## src/kfat_pkg.sv

```systemverilog
// ----------------------------------------------------------------------------
// kfat_pkg
// Shared types and constants of the keyed force accumulator table.
// ----------------------------------------------------------------------------
package kfat_pkg;

   localparam int KeyWidth    = 24;
   localparam int TypeWidth   = 8;
   localparam int ForceWidth  = 32;
   localparam int StatusWidth = 3;
   localparam int CountWidth  = 6;

   typedef enum logic [1:0] {
      CMD_CLEAR  = 2'd0,
      CMD_ADD    = 2'd1,
      CMD_DIVIDE = 2'd2,
      CMD_DUMP   = 2'd3
   } cmd_type;

   typedef enum logic [StatusWidth-1:0] {
      ST_MERGED   = 3'd0,
      ST_APPENDED = 3'd1,
      ST_FULL     = 3'd2,
      ST_DIVZERO  = 3'd3,
      ST_DONE     = 3'd4
   } status_type;

   // One stored entry.
   typedef struct packed {
      logic [KeyWidth-1:0]   partner;
      logic [TypeWidth-1:0]  kind;
      logic [ForceWidth-1:0] force_q;
   } slot_type;

   // Request word.
   typedef struct packed {
      logic [1:0]            command;
      logic [KeyWidth-1:0]   partner_id;
      logic [TypeWidth-1:0]  type_bits;
      logic [ForceWidth-1:0] force_value;
      logic [ForceWidth-1:0] divisor_value;
   } req_type;

   // Response word.
   typedef struct packed {
      logic [StatusWidth-1:0] status;
      logic                   entry_valid;
      logic [KeyWidth-1:0]    entry_partner;
      logic [TypeWidth-1:0]   entry_type;
      logic [ForceWidth-1:0]  entry_force;
      logic [CountWidth-1:0]  entry_count;
      logic                   last;
   } rsp_type;

   // Divider handshake: start, busy and finish.
   typedef struct packed {
      logic                   start;
      logic                   busy;
      logic                   done;
   } div_ctl_type;

   typedef enum logic [3:0] {
      S_IDLE,
      S_SEARCH_RD,
      S_SEARCH_CHK,
      S_APPEND,
      S_MERGE,
      S_DIV_RD,
      S_DIV_START,
      S_DIV_WAIT,
      S_DUMP_RD,
      S_DUMP_OUT,
      S_RESP
   } state_type;

endpackage

```

## src/kfat_table_mem.sv

```systemverilog
// ----------------------------------------------------------------------------
// kfat_table_mem
// Entry store: one write and one registered read port.
// ----------------------------------------------------------------------------
module kfat_table_mem
   import kfat_pkg::*;
#(
   parameter int Depth = 32,
   parameter int AddrWidth = 5
) (
   input  logic                 clock,
   input  logic                 wr_en,
   input  logic [AddrWidth-1:0] wr_addr,
   input  slot_type             wr_data,
   input  logic [AddrWidth-1:0] rd_addr,
   output slot_type             rd_data
);
   slot_type mem [Depth];

   always_ff @(posedge clock) begin
      if (wr_en) begin
         mem[wr_addr] <= wr_data;
      end
      rd_data <= mem[rd_addr];
   end
endmodule
```

## config.mk

```make
export PLATFORM = sky130hd
export DESIGN_NAME = kfat_table_mem
export DESIGN_NICKNAME = d
export VERILOG_FILES = /design/src/kfat_pkg.sv /design/src/kfat_table_mem.sv
export SDC_FILE = /design/constraint.sdc
export NUM_CORES = 2
export LEC_CHECK = 0
export BUFFER_PORTS_ARGS = -buffer_cell sky130_fd_sc_hd__buf_2
export CAP_MARGIN = 20
export CORE_MARGIN = 5
export CORE_UTILIZATION = 56
export DETAILED_ROUTE_END_ITERATION = 12
export GPL_ROUTABILITY_DRIVEN = 0
export GPL_TIMING_DRIVEN = 0
export PLACE_DENSITY_LB_ADDON = 0.25
export SYNTH_ARGS = -nofsm -noshare
export SYNTH_HDL_FRONTEND = slang
export SYNTH_SLANG_ARGS = --single-unit
```

## constraint.sdc

```tcl
create_clock -name clock -period 4.7 [get_ports clock]
set_clock_uncertainty 0.15 [all_clocks]
set_input_delay 0.705 -clock clock [delete_from_list [all_inputs] [get_ports clock]]
set_output_delay 0.705 -clock clock [all_outputs]
set_load 0.1 [all_outputs]
```

Yosys cells after proc, flatten, opt, wreduce, memory -nomap -nowiden

Memories as Yosys holds them, arrays and structs flattened. A register that Yosys moved wholly into a read port is not among the register bits.
Cells that the tools add are included.

Eq/ne operators: 0
Multiplexer cells: 2
Shift-type cells: 0
Reductions and logical operators: 0
$lt $le $gt $ge: 0
Multipliers: 0
Div/mod/pow operators: 0
Add/subtract/negate cells: 0
Bitwise logic cells: 0

Operators by type and width:

| cell   | count |
|---|---|
| $mux 1 | 2 |

Bits in writable memories: 2,048
Bits in registers: 0
Logic and storage cells: 3
Bits of input ports: 76
Memories: 1
Memory bits (read-only): 0
Latch bits: 0
Output and inout port bits: 64

Memory list:

| name | depth | bits a word | rd ports | clocked after Yosys merged registers in | write ports | line                 | RTL |
|---|---|---|---|---|---|---|---|
| mem  | 32    | 64          | 1        | 1                                       | 1           | kfat_table_mem.sv:18 | `slot_type mem [Depth];` |

Depth between registers and ports, before layout

Word-level depth: 2
Depth in mapped cells: 9
Gate-level depth less buffers: 4

Least setup slack after synthesis

No wires, ideal clock.

Path kind: input -> register
Start: input port wr_addr[1]
End: memory mem[12][0] in the netlist's numbering, enable pin
Slack: 0.023 ns
Cell stages on the path: 3
Required time: 4.064 ns
Arrival time: 4.041 ns
Cell sequence: or3b_2 clkbuf_1 nor2_1

RTL lines:

| item               | line                 | RTL |
|---|---|---|
| start: declaration | kfat_table_mem.sv:13 | `input logic [AddrWidth-1:0] wr_addr,` |
| end: declaration   | kfat_table_mem.sv:18 |  |

No word-level cell before the write port.

==> qor.txt <==
DRT Pass-1 Iters -> 7
Reg2Reg Depth -> 3
Slowest stage cell, crit path -> clkbuf_1
Post-synthesis sequential area ratio -> 79.5%
Asr flop ratio synth -> 0%
Synth Register Bits -> 2112
WP data arrival -> 3.95 ns
CTS buffer count -> 200
Clock slew at reported path FFs -> 0.06 ns
Wl on met1 -> 73.8 mm
Vias per cell -> 6.72
Final worst slack -> 1.27 ns
Total track usage -> 28.3%
DR WL met2 -> 100 mm
Routed WL -> 207 mm
Bufs on Longest Clock Path -> 3
Fmax -> 292 MHz
Max VDD drop -> 0.411 mV
Cell taking the most area after synthesis -> edfxtp_1
Top-Level Pins -> 140
Setup WS pre-CTS -> 0.318 ns
Final-stage net count -> 3636
Cell Area, Placed -> 84700 sq um
First-pass GRT wire length -> 289 mm
Post-DRT Antenna Nets -> 0
Synthesized net count -> 3173
R2R Path End -> rd_data[45]
Sequential share of power -> 53.8%
Final HPWL DP -> 129 mm
Total grt overflow -> 0
Vias -> 37744
Area share of the largest cell type after synthesis -> 77.9%
Critical path peak fanout -> 10
H-tree Lvls -> 4
Fin crit share -> 72.9%
Status -> complete, no violations
Clock sinks -> 2112
Crit path capture -> rd_data[59]
Crit-path leading delay family -> buffers and inverters
Final count of pins violating max slew -> 0
Final hold vios -> 0
Netlist cell types -> 31
Most numerous cell in the Yosys netlist -> edfxtp_1
Worst EP required -> 5.22 ns
Routed wire length on met3 -> 25.7 mm
R2r startpoint -> mem[19][45]
Switching power -> 8550 uW
Cts repair resizes -> 0
Initial antenna violation count -> 23
CTS tree -> built
Critical Path Start Type -> input port
CTS root buf -> clkbuf_16
R2R Setup Slk -> 2.65 ns
Avg Cell Area, Syn -> 25.5 sq um
Pwr Density -> 428 nW/um^2
Fraction of layout cells with a size suffix above 1 -> 35.8%
Clk network pwr share -> 39.6%
Die area -> 149000 sq um
Most frequent cells after synthesis -> edfxtp_1 (2048), mux4_2 (602), mux2_2 (74)
Port buffer count -> 135
Top post-synthesis cells by area -> edfxtp_1 (78%), mux4_2 (17%), dfxtp_1 (1.6%), mux2_2 (1.1%), mux2i_1 (0.48%)
Die Y -> 386 um
Post-route cell area -> 91200 sq um
Vias in the first global route -> 38503
Main flop type after synthesis -> edfxtp_1
Tmin final -> 3.43 ns
Residual DRC -> 0
Cell Rows -> 137
Initial core utilization -> 56.5%
Total negative setup slack -> 0 ns
Hold-fix buffers, CTS -> 0
Sw Ratio -> 21.9%
Core Area -> 140000 sq um
Die W -> 386 um
Iteration-0 DRC Markers -> 6426
Relative slew slack -> 19.2%
Setup Buffers After CTS -> 0
Buf+Inv Stages, Crit Path -> 4
Crit-path max cell delay -> 0.85 ns
Worst hold path type -> input port to flip-flop
Cell mode on critical path -> clkbuf_1
Post-synth EDFFs -> 2048
Worst path depth -> 7
CP Class -> input port to flip-flop
Clock latency on the worst-skew pair -> 0.83 ns
Max cap viols -> 0
Syn-to-layout area delta -> 15.5%
Leak pwr -> 0.0286 uW
Largest net degree at the start of global routing -> 33
Finish-stage setup viols -> 0
P_int -> 30500 uW
CP startpoint -> rd_addr[2]
Worst-Margin Slew -> 1.21 ns
Comb pwr share -> 6.5%
Synth Instances -> 3097
CP endpoint kind -> flip-flop
Critical path cell sequence -> clkbuf_1 -> clkbuf_1 -> buf_8 -> clkbuf_1 -> mux4_2 -> mux4_2 -> mux2_2
Mapped Area -> 79000 sq um
Per-cell routed wire length -> 36.8 um
DR top layer -> met5
RSZ-0062 raised after global routing -> false
YS warnings -> 0
[worst min path at each step]
| stage | startpoint | to | slack (ns) | depth (start not counted) |
|---|---|---|---|---|
| finish | wr_data[37] | mem[31][37] | 0.22 | 1 |
| global route | wr_data[2] | mem[16][2] | 0.21 | 1 |
| CTS | wr_data[7] | mem[31][7] | 0.15 | 1 |
| detailed placement | mem[5][0] | rd_data[0] | 0.61 | 3 |
| global placement | mem[4][0] | rd_data[0] | 0.62 | 3 |
| floorplan | mem[20][25] | rd_data[25] | 0.57 | 4 |
[cell type report]
cell class | instances | area [sq um]
tap | 1876 | 2350
timing repair buffer | 261 | 3310
clock buffer | 275 | 5540
clock inverter | 96 | 738
multi-input combinational | 828 | 15700
antenna | 9 | 22.5
buffer | 156 | 744
fill | 8684 | 48700
inverter | 1 | 3.75
sequential | 2112 | 62800
[power by group through the flow]
stage / combinational, uW / clock [uW] / sequential (uW)
4_1_cts: 2550 / 15600 / 21000
6_report: 2550 / 15500 / 21000
3_5_place_dp: 2530 / 0 / 21400
2_1_floorplan: 1050 / 0 / 22000
5_1_grt: 2660 / 16500 / 21000
3_3_place_gp: 2400 / 0 / 21400
[stage by stage]
stage	power [uW]	cells	hold slack [ns]	util, %
global route	40200	5607	0.210	65.2
floorplan	23000	3097	0.572	-
detailed placement	23900	5225	0.610	60.6
finish	39100	5614	0.217	65.2
CTS	39200	5596	0.153	65.1
global placement	23800	5108	0.618	58.6
[sequential cells by signal, summed over array words and instances (netlist names)]
name and flops:
mem 2048, rd_data 64
[cell usage in the layout (no fill, tap or decap), types with 32 or more instances in the layout]
cell type  count
clkinv_1      36
mux4_2       602
clkinv_2      35
mux2i_1       38
nor2_4        32
clkbuf_16    205
dfxtp_1       64
mux2_2        74
clkbuf_1     109
buf_12        83
buf_2        201
edfxtp_1    2048
[logic make-up after synthesis]
group,Yosys count,share of synthesized area [%]
AOI/OAI and AO/OA,50,0.466
buffers and inverters,157,0.944
DFF,2112,79.5
muxes,714,18.7
and+or+nand+nor,64,0.379
[metal layers]
metal  global-route usage [%]  up-vias
met5                        0        -
met4                     8.75       10
met3                     6.80      421
met2                     44.8     2819
met1                     40.0    20032
li1                         -    14462
No activity file was read; power rests on OpenSTA's default activity.
