--- src/kfat_pkg.sv ---
// ----------------------------------------------------------------------------
// kfat_pkg
// Shared types and constants of the keyed force accumulator table.
// ----------------------------------------------------------------------------
package kfat_pkg;

   localparam int KeyWidth    = 24;
   localparam int TypeWidth   = 8;
   localparam int ForceWidth  = 32;
   localparam int StatusWidth = 3;
   localparam int CountWidth  = 6;

   typedef enum logic [1:0] {
      CMD_CLEAR  = 2'd0,
      CMD_ADD    = 2'd1,
      CMD_DIVIDE = 2'd2,
      CMD_DUMP   = 2'd3
   } cmd_type;

   typedef enum logic [StatusWidth-1:0] {
      ST_MERGED   = 3'd0,
      ST_APPENDED = 3'd1,
      ST_FULL     = 3'd2,
      ST_DIVZERO  = 3'd3,
      ST_DONE     = 3'd4
   } status_type;

   // One stored entry.
   typedef struct packed {
      logic [KeyWidth-1:0]   partner;
      logic [TypeWidth-1:0]  kind;
      logic [ForceWidth-1:0] force_q;
   } slot_type;

   // Request word.
   typedef struct packed {
      logic [1:0]            command;
      logic [KeyWidth-1:0]   partner_id;
      logic [TypeWidth-1:0]  type_bits;
      logic [ForceWidth-1:0] force_value;
      logic [ForceWidth-1:0] divisor_value;
   } req_type;

   // Response word.
   typedef struct packed {
      logic [StatusWidth-1:0] status;
      logic                   entry_valid;
      logic [KeyWidth-1:0]    entry_partner;
      logic [TypeWidth-1:0]   entry_type;
      logic [ForceWidth-1:0]  entry_force;
      logic [CountWidth-1:0]  entry_count;
      logic                   last;
   } rsp_type;

   // Divider handshake: start, busy and finish.
   typedef struct packed {
      logic                   start;
      logic                   busy;
      logic                   done;
   } div_ctl_type;

   typedef enum logic [3:0] {
      S_IDLE,
      S_SEARCH_RD,
      S_SEARCH_CHK,
      S_APPEND,
      S_MERGE,
      S_DIV_RD,
      S_DIV_START,
      S_DIV_WAIT,
      S_DUMP_RD,
      S_DUMP_OUT,
      S_RESP
   } state_type;

endpackage

--- src/kfat_divider.sv ---
// ----------------------------------------------------------------------------
// kfat_divider
// Restoring signed divider: (force << 16) / divisor, truncated toward zero and
// saturated to 32 bits. One quotient bit per cycle, 48 quotient bits.
// ----------------------------------------------------------------------------
module kfat_divider
   import kfat_pkg::*;
(
   input  logic                         clock,
   input  logic                         reset,
   input  logic                         start,
   input  logic signed [ForceWidth-1:0] numer,
   input  logic signed [ForceWidth-1:0] denom,
   output logic                         done,
   output logic signed [ForceWidth-1:0] quotient
);
   localparam int NumWidth = ForceWidth + 16;

   logic [NumWidth-1:0]   num_ff, num_in;
   logic [ForceWidth-1:0] den_ff, den_in;
   logic [ForceWidth:0]   rem_ff, rem_in;
   logic [NumWidth-1:0]   quo_ff, quo_in;
   logic                  neg_ff, neg_in;
   logic [5:0]            cnt_ff, cnt_in;
   logic                  run_ff, run_in;
   logic                  done_ff, done_in;
   logic [ForceWidth:0]   trial;
   logic [NumWidth:0]     signed_q;

   always_comb begin
      num_in  = num_ff;
      den_in  = den_ff;
      rem_in  = rem_ff;
      quo_in  = quo_ff;
      neg_in  = neg_ff;
      cnt_in  = cnt_ff;
      run_in  = run_ff;
      done_in = 1'b0;
      trial   = {rem_ff[ForceWidth-1:0], num_ff[NumWidth-1]};
      if (start) begin
         // Work on magnitudes, remember the sign of the result.
         num_in = numer[ForceWidth-1] ? (~{numer, 16'd0} + NumWidth'(1)) : {numer, 16'd0};
         den_in = denom[ForceWidth-1] ? (~denom + ForceWidth'(1)) : denom;
         neg_in = numer[ForceWidth-1] ^ denom[ForceWidth-1];
         rem_in = '0;
         quo_in = '0;
         cnt_in = 6'(NumWidth);
         run_in = 1'b1;
      end else if (run_ff) begin
         // One quotient bit a cycle.
         num_in = {num_ff[NumWidth-2:0], 1'b0};
         if (trial >= {1'b0, den_ff}) begin
            rem_in = trial - {1'b0, den_ff};
            quo_in = {quo_ff[NumWidth-2:0], 1'b1};
         end else begin
            rem_in = trial;
            quo_in = {quo_ff[NumWidth-2:0], 1'b0};
         end
         cnt_in = cnt_ff - 6'd1;
         if (cnt_ff == 6'd1) begin
            run_in  = 1'b0;
            done_in = 1'b1;
         end
      end
   end

   always_ff @(posedge clock) begin
      num_ff <= num_in;
      den_ff <= den_in;
      rem_ff <= rem_in;
      quo_ff <= quo_in;
      neg_ff <= neg_in;
      cnt_ff <= cnt_in;
      if (reset) begin
         run_ff  <= 1'b0;
         done_ff <= 1'b0;
      end else begin
         run_ff  <= run_in;
         done_ff <= done_in;
      end
   end

   // Apply the sign and saturate.
   always_comb begin
      signed_q = neg_ff ? (~{1'b0, quo_ff} + (NumWidth+1)'(1)) : {1'b0, quo_ff};
      if (!signed_q[NumWidth] && (signed_q[NumWidth-1:ForceWidth-1] != '0)) begin
         quotient = {1'b0, {(ForceWidth-1){1'b1}}};
      end else if (signed_q[NumWidth] && (signed_q[NumWidth-1:ForceWidth-1] != '1)) begin
         quotient = {1'b1, {(ForceWidth-1){1'b0}}};
      end else begin
         quotient = signed_q[ForceWidth-1:0];
      end
   end
   assign done = done_ff;

   assert property (@(posedge clock) disable iff (reset) done |-> !run_ff)
      else $error("divider done while running");
   assert property (@(posedge clock) disable iff (reset) start |=> run_ff)
      else $error("divider did not start");
   assert property (@(posedge clock) disable iff (reset) run_ff |-> cnt_ff != 6'd0)
      else $error("divider count underflow");
endmodule

--- config.mk ---
export PLATFORM = sky130hd
export DESIGN_NAME = kfat_divider
export DESIGN_NICKNAME = d
export VERILOG_FILES = /design/src/kfat_pkg.sv /design/src/kfat_divider.sv
export SDC_FILE = /design/constraint.sdc
export NUM_CORES = 1
export LEC_CHECK = 0
export BUFFER_PORTS_ARGS = -buffer_cell sky130_fd_sc_hd__buf_2
export CAP_MARGIN = 15
export CORE_MARGIN = 2
export CORE_UTILIZATION = 35
export CTS_CLUSTER_SIZE = 28
export DETAILED_ROUTE_END_ITERATION = 10
export GPL_ROUTABILITY_DRIVEN = 0
export MAX_ROUTING_LAYER = met4
export PLACE_DENSITY = 0.58
export SLEW_MARGIN = 20
export SYNTH_ARGS = -nofsm -noshare
export SYNTH_HDL_FRONTEND = slang
export SYNTH_SLANG_ARGS = --single-unit
--- constraint.sdc ---
create_clock -name clock -period 8.98 [get_ports clock]
set_input_delay 1.796 -clock clock [delete_from_list [all_inputs] [get_ports clock]]
set_output_delay 1.796 -clock clock [all_outputs]
set_load 0.005 [all_outputs]
# After elaboration in Yosys (flattened, before gate mapping)
# Cells that the tools add are included.
# op_classes
n_addsub	5
magnitude_cmp	1
n_eq_ne	2
mux	13
n_bitwise	5
n_reduce_logical	6
# ops
cell	count
$mux 48	3
$mux 32	3
$add 49x1->49 const B	1
$mux 49	1
$not 48->49	1
$add 48x1->48 const B	1
$not 48->48	1
$ge 33x32->1	1
$add 32x2->32 const B	1
$not 32->32	1
$sub 32x32->32	1
$mux 31	1
$ne 17x17->1 const B	1
$reduce_bool 17->1	1
$eq 6x1->1 const B	1
$sub 6x1->6 const B	1
$mux 1	5
$reduce_or 3->1	1
$logic_and 1x1->1	2
$reduce_bool 2->1	1
$logic_not 1->1	1
$not 1->1	1
$xor 1x1->1	1
# word_totals
ff_bits	169
in_bits	67
out_inout_bits	33
wordCells	41

# Longest topological paths before layout
# depth
ltp_word	7
ltp_mapped	14
mapped_depth_nobuf	12

# Least setup slack after synthesis
# No wires, ideal clock.
# synth_timing
path_type	flip-flop to output port
start	register quo_ff[16]
end	output port quotient[8]
arrival_time_ps	3697
required_ps	7184
slack_ps	3487
path_stages_with_launch	10
path_buffers	0
path_cell_list	dfxtp_1 -> or4_4 -> or4_4 -> or4_4 -> o41ai_1 -> xor2_1 -> or4_1 -> nor4_4 -> or4b_1 -> o211ai_2
# synth_via
elab_chain_len	7
word_cells_on_any_way	10
cone_classes	1 x add/sub; 1 x eq/ne; 3 x mux; 1 x bitwise; 4 x reduce/logical
# synth_lines
item	line_no	text
start, declared	kfat_divider.sv:22	logic [NumWidth-1:0] quo_ff, quo_in;
start signal, assigned	kfat_divider.sv:71	quo_ff <= quo_in;
$not 48->49 *	kfat_divider.sv:85	signed_q = neg_ff ? (~{1'b0, quo_ff} + (NumWidth+1)'(1)) : {1'b0, quo_ff};
$add 49x1->49 *	kfat_divider.sv:85	
$mux 49 *	kfat_divider.sv:85	
$ne 17x17->1	kfat_divider.sv:88	end else if (signed_q[NumWidth] && (signed_q[NumWidth-1:ForceWidth-1] != '1)) begin
$logic_and 1x1->1	kfat_divider.sv:88	
$mux 32	kfat_divider.sv:88	
$mux 32 *	kfat_divider.sv:86	if (!signed_q[NumWidth] && (signed_q[NumWidth-1:ForceWidth-1] != '0)) begin
end, declared	kfat_divider.sv:15	output logic signed [ForceWidth-1:0] quotient
# Every way passes the cells marked *; elsewhere a longest branch is shown, timed or not.

# Worst setup path after layout
# layout_timing
start	register quo_ff[16]
end	output port quotient[20]
# The elaborated chain is that of the path after synthesis.

==> reports/metrics.cfg <==
[final_layout]
fin_nets=1352
antenna_cells=0
fill_cells=2923
drive_above_1_share=0.126
final_cells=1644
layout_common_cells=nor2_1, buf_2, dfxtp_1
final_common_cell=nor2_1
area_growth_pct=12.9

[detailed_routing]
wl_mm=24.0
drtPass1Iterations=8
routed_via_density=5.25
drtAntennaViolNets=0
first_iter_violations=485
vias=8633
wl_per_cell_um=14.6
post-route-drc-count=0

[global_route]
grt_max_degree=113
grt_util_all_layers=0.163
grt_pass1_wl_mm=40.9
grt_antenna_before_repair=0
grt.overflow.total=0
grt_pass1_vias=8223

[sta]
fmax_ghz=0.150
hold_violations=0
slew_headroom=0.353
setup_tns_ps=0
post-route-period-util=0.745
rsz0062_at_grt=false
slew_violations=0
setup_viol=0
layout_setup_ws_ps=2290
skew_ps=13.0
worstMarginPinSlew_ps=961
post-route-min-period_ps=6690

[critical_path]
arrival_ps=4890
cp_max_fo=31
critPathLaunchType=flop
critPathCaptureType=primary output
crit_required_ps=7180
critical_path_class=reg -> out

[cts]
cts_made_buffers=17
clock-sinks=153
post_cts_buffers=0
cts_tree=built
path_clk_slew_ps=60
h-tree-depth=4
cts_max_path_buffers=2
cts_resized=0
cts-root-buf=clkbuf_16
cts_hold_buf=0
clk_latency_ps=420

[synthesis]
yosysSeqAreaShare=0.358
avgSynthCellArea_um2=8.66
ys_ff_latch=153
ys_types=67
yosys_warnings=0
synthesis.nets=1301
netlist_instances=1196
synth_enable_flop_cells=65
netlist_area_um2=10400
synthArstFlopShare=0
synthFlopType=dfxtp_1

[run]
maxCapViolations=0

[floorplanning]
dieWidth_um=176
start_util=0.358
coreArea_um2=28900
die_h_um=176
row_count=62
ios=100
die-area_um2=31000

[power_and_ir_drop]
p_per_area_nw_per_um2=169
p_leak_uw=0.00468
vdd_drop_max_uv=132

[place]
post-place-ws_ps=2740
place_hpwl_mm=17.1
port_buffers=99
dp.cells=1612

[status]
status=complete, no violations

[min_path]
hold_path_class=reg -> reg

-- worst paths after layout --
kind | to | startpoint | cells after the start | slack [ps]
worst max register to register | rem_ff[6] | den_ff[1] | 11 | 5330
worst max-delay path | quotient[20] | quo_ff[16] | 10 | 2290
worst min-delay path | cnt_ff[1] | cnt_ff[1] | 2 | 490
worst min register to register | cnt_ff[1] | cnt_ff[1] | 2 | 490
-- Yosys cell counts (5+ instances only) --
cell | n | area, um2
o31ai_1 | 27 | 203
or4_1 | 14 | 105
or3_1 | 17 | 106
buf_1 | 11 | 41.3
nor2b_1 | 13 | 81.3
o41ai_1 | 16 | 140
a31oi_1 | 8 | 50.1
nor2_1 | 133 | 499
inv_1 | 53 | 199
nand3_1 | 22 | 110
clkbuf_1 | 57 | 214
nor3_1 | 24 | 120
a21o_1 | 15 | 113
nand2_1 | 78 | 293
dfxtp_1 | 88 | 1760
nand2b_1 | 9 | 56.3
mux2i_1 | 74 | 741
ha_1 | 37 | 463
xnor2_1 | 50 | 438
a211oi_1 | 28 | 210
o21a_1 | 6 | 45.0
and3_1 | 6 | 37.5
xor2_1 | 78 | 683
edfxtp_1 | 65 | 1950
nor3b_1 | 7 | 52.6
nor4_1 | 17 | 106
o21ai_0 | 76 | 380
nand4b_1 | 5 | 43.8
or2_2 | 16 | 100
a41oi_1 | 5 | 43.8
a21oi_1 | 69 | 345
-- flip-flops by register name (all words and copies together), names as in the netlist --
signal  cells
num_ff     32
cnt_ff      6
den_ff     32
done        1
quo_ff     48
run_ff      1
rem_ff     32
neg_ff      1
-- through the flow --
stage / hold slack, ps / total power, uW / area [um2] / util
global placement: 479 / 1260 / 11100 / 0.384
CTS: 497 / 2000 / 11700 / 0.404
global route: 518 / 2090 / 11700 / 0.404
floorplan: 450 / 1130 / 10400 / -
detailed placement: 483 / 1270 / 11100 / 0.384
finish: 495 / 1980 / 11700 / 0.404
-- power breakdown --
group,switching (uW),internal [uW]
Combinational,260,192
Sequential,26.1,778
Clock,287,435
-- layer usage --
metal,vias to the layer above,part of all wire,global-route usage
met5,-,0,-
met1,4016,0.50,0.220
li1,4438,-,-
met2,164,0.46,0.256
met3,15,0.038,0.0269
met4,0,0.0079,0.0393
-- layout make-up --
type / instances / area [um2] / share of cell area
clock buffer: 19 / 433 / 0.0370
clock inverter: 13 / 151 / 0.0129
inverter: 53 / 199 / 0.0170
multi-input combinational: 917 / 6160 / 0.527
sequential: 153 / 3720 / 0.318
tap: 384 / 480 / 0.0411
timing repair buffer: 105 / 547 / 0.0468
-- critical path: stages, from the launching register on --
cell	delay, ps
dfxtp_1	380
or4_4	570
or4_4	460
or4_4	630
or3_1	490
o41ai_1	360
a32oi_1	90
nor4_1	300
a41o_1	780
o21ai_0	210
buf_2	180
-- logic make-up after synthesis --
group	count (synthesis)	share of synthesized area
adders and majority gates	38	0.0466
xor gates and xnor gates	128	0.108
muxes	75	0.0726
AOI/OAI and AO/OA	294	0.184
and+or+nand+nor	382	0.183
DFF	153	0.358
buffers and inverters	126	0.0465
(Power assumes the default switching activity.)
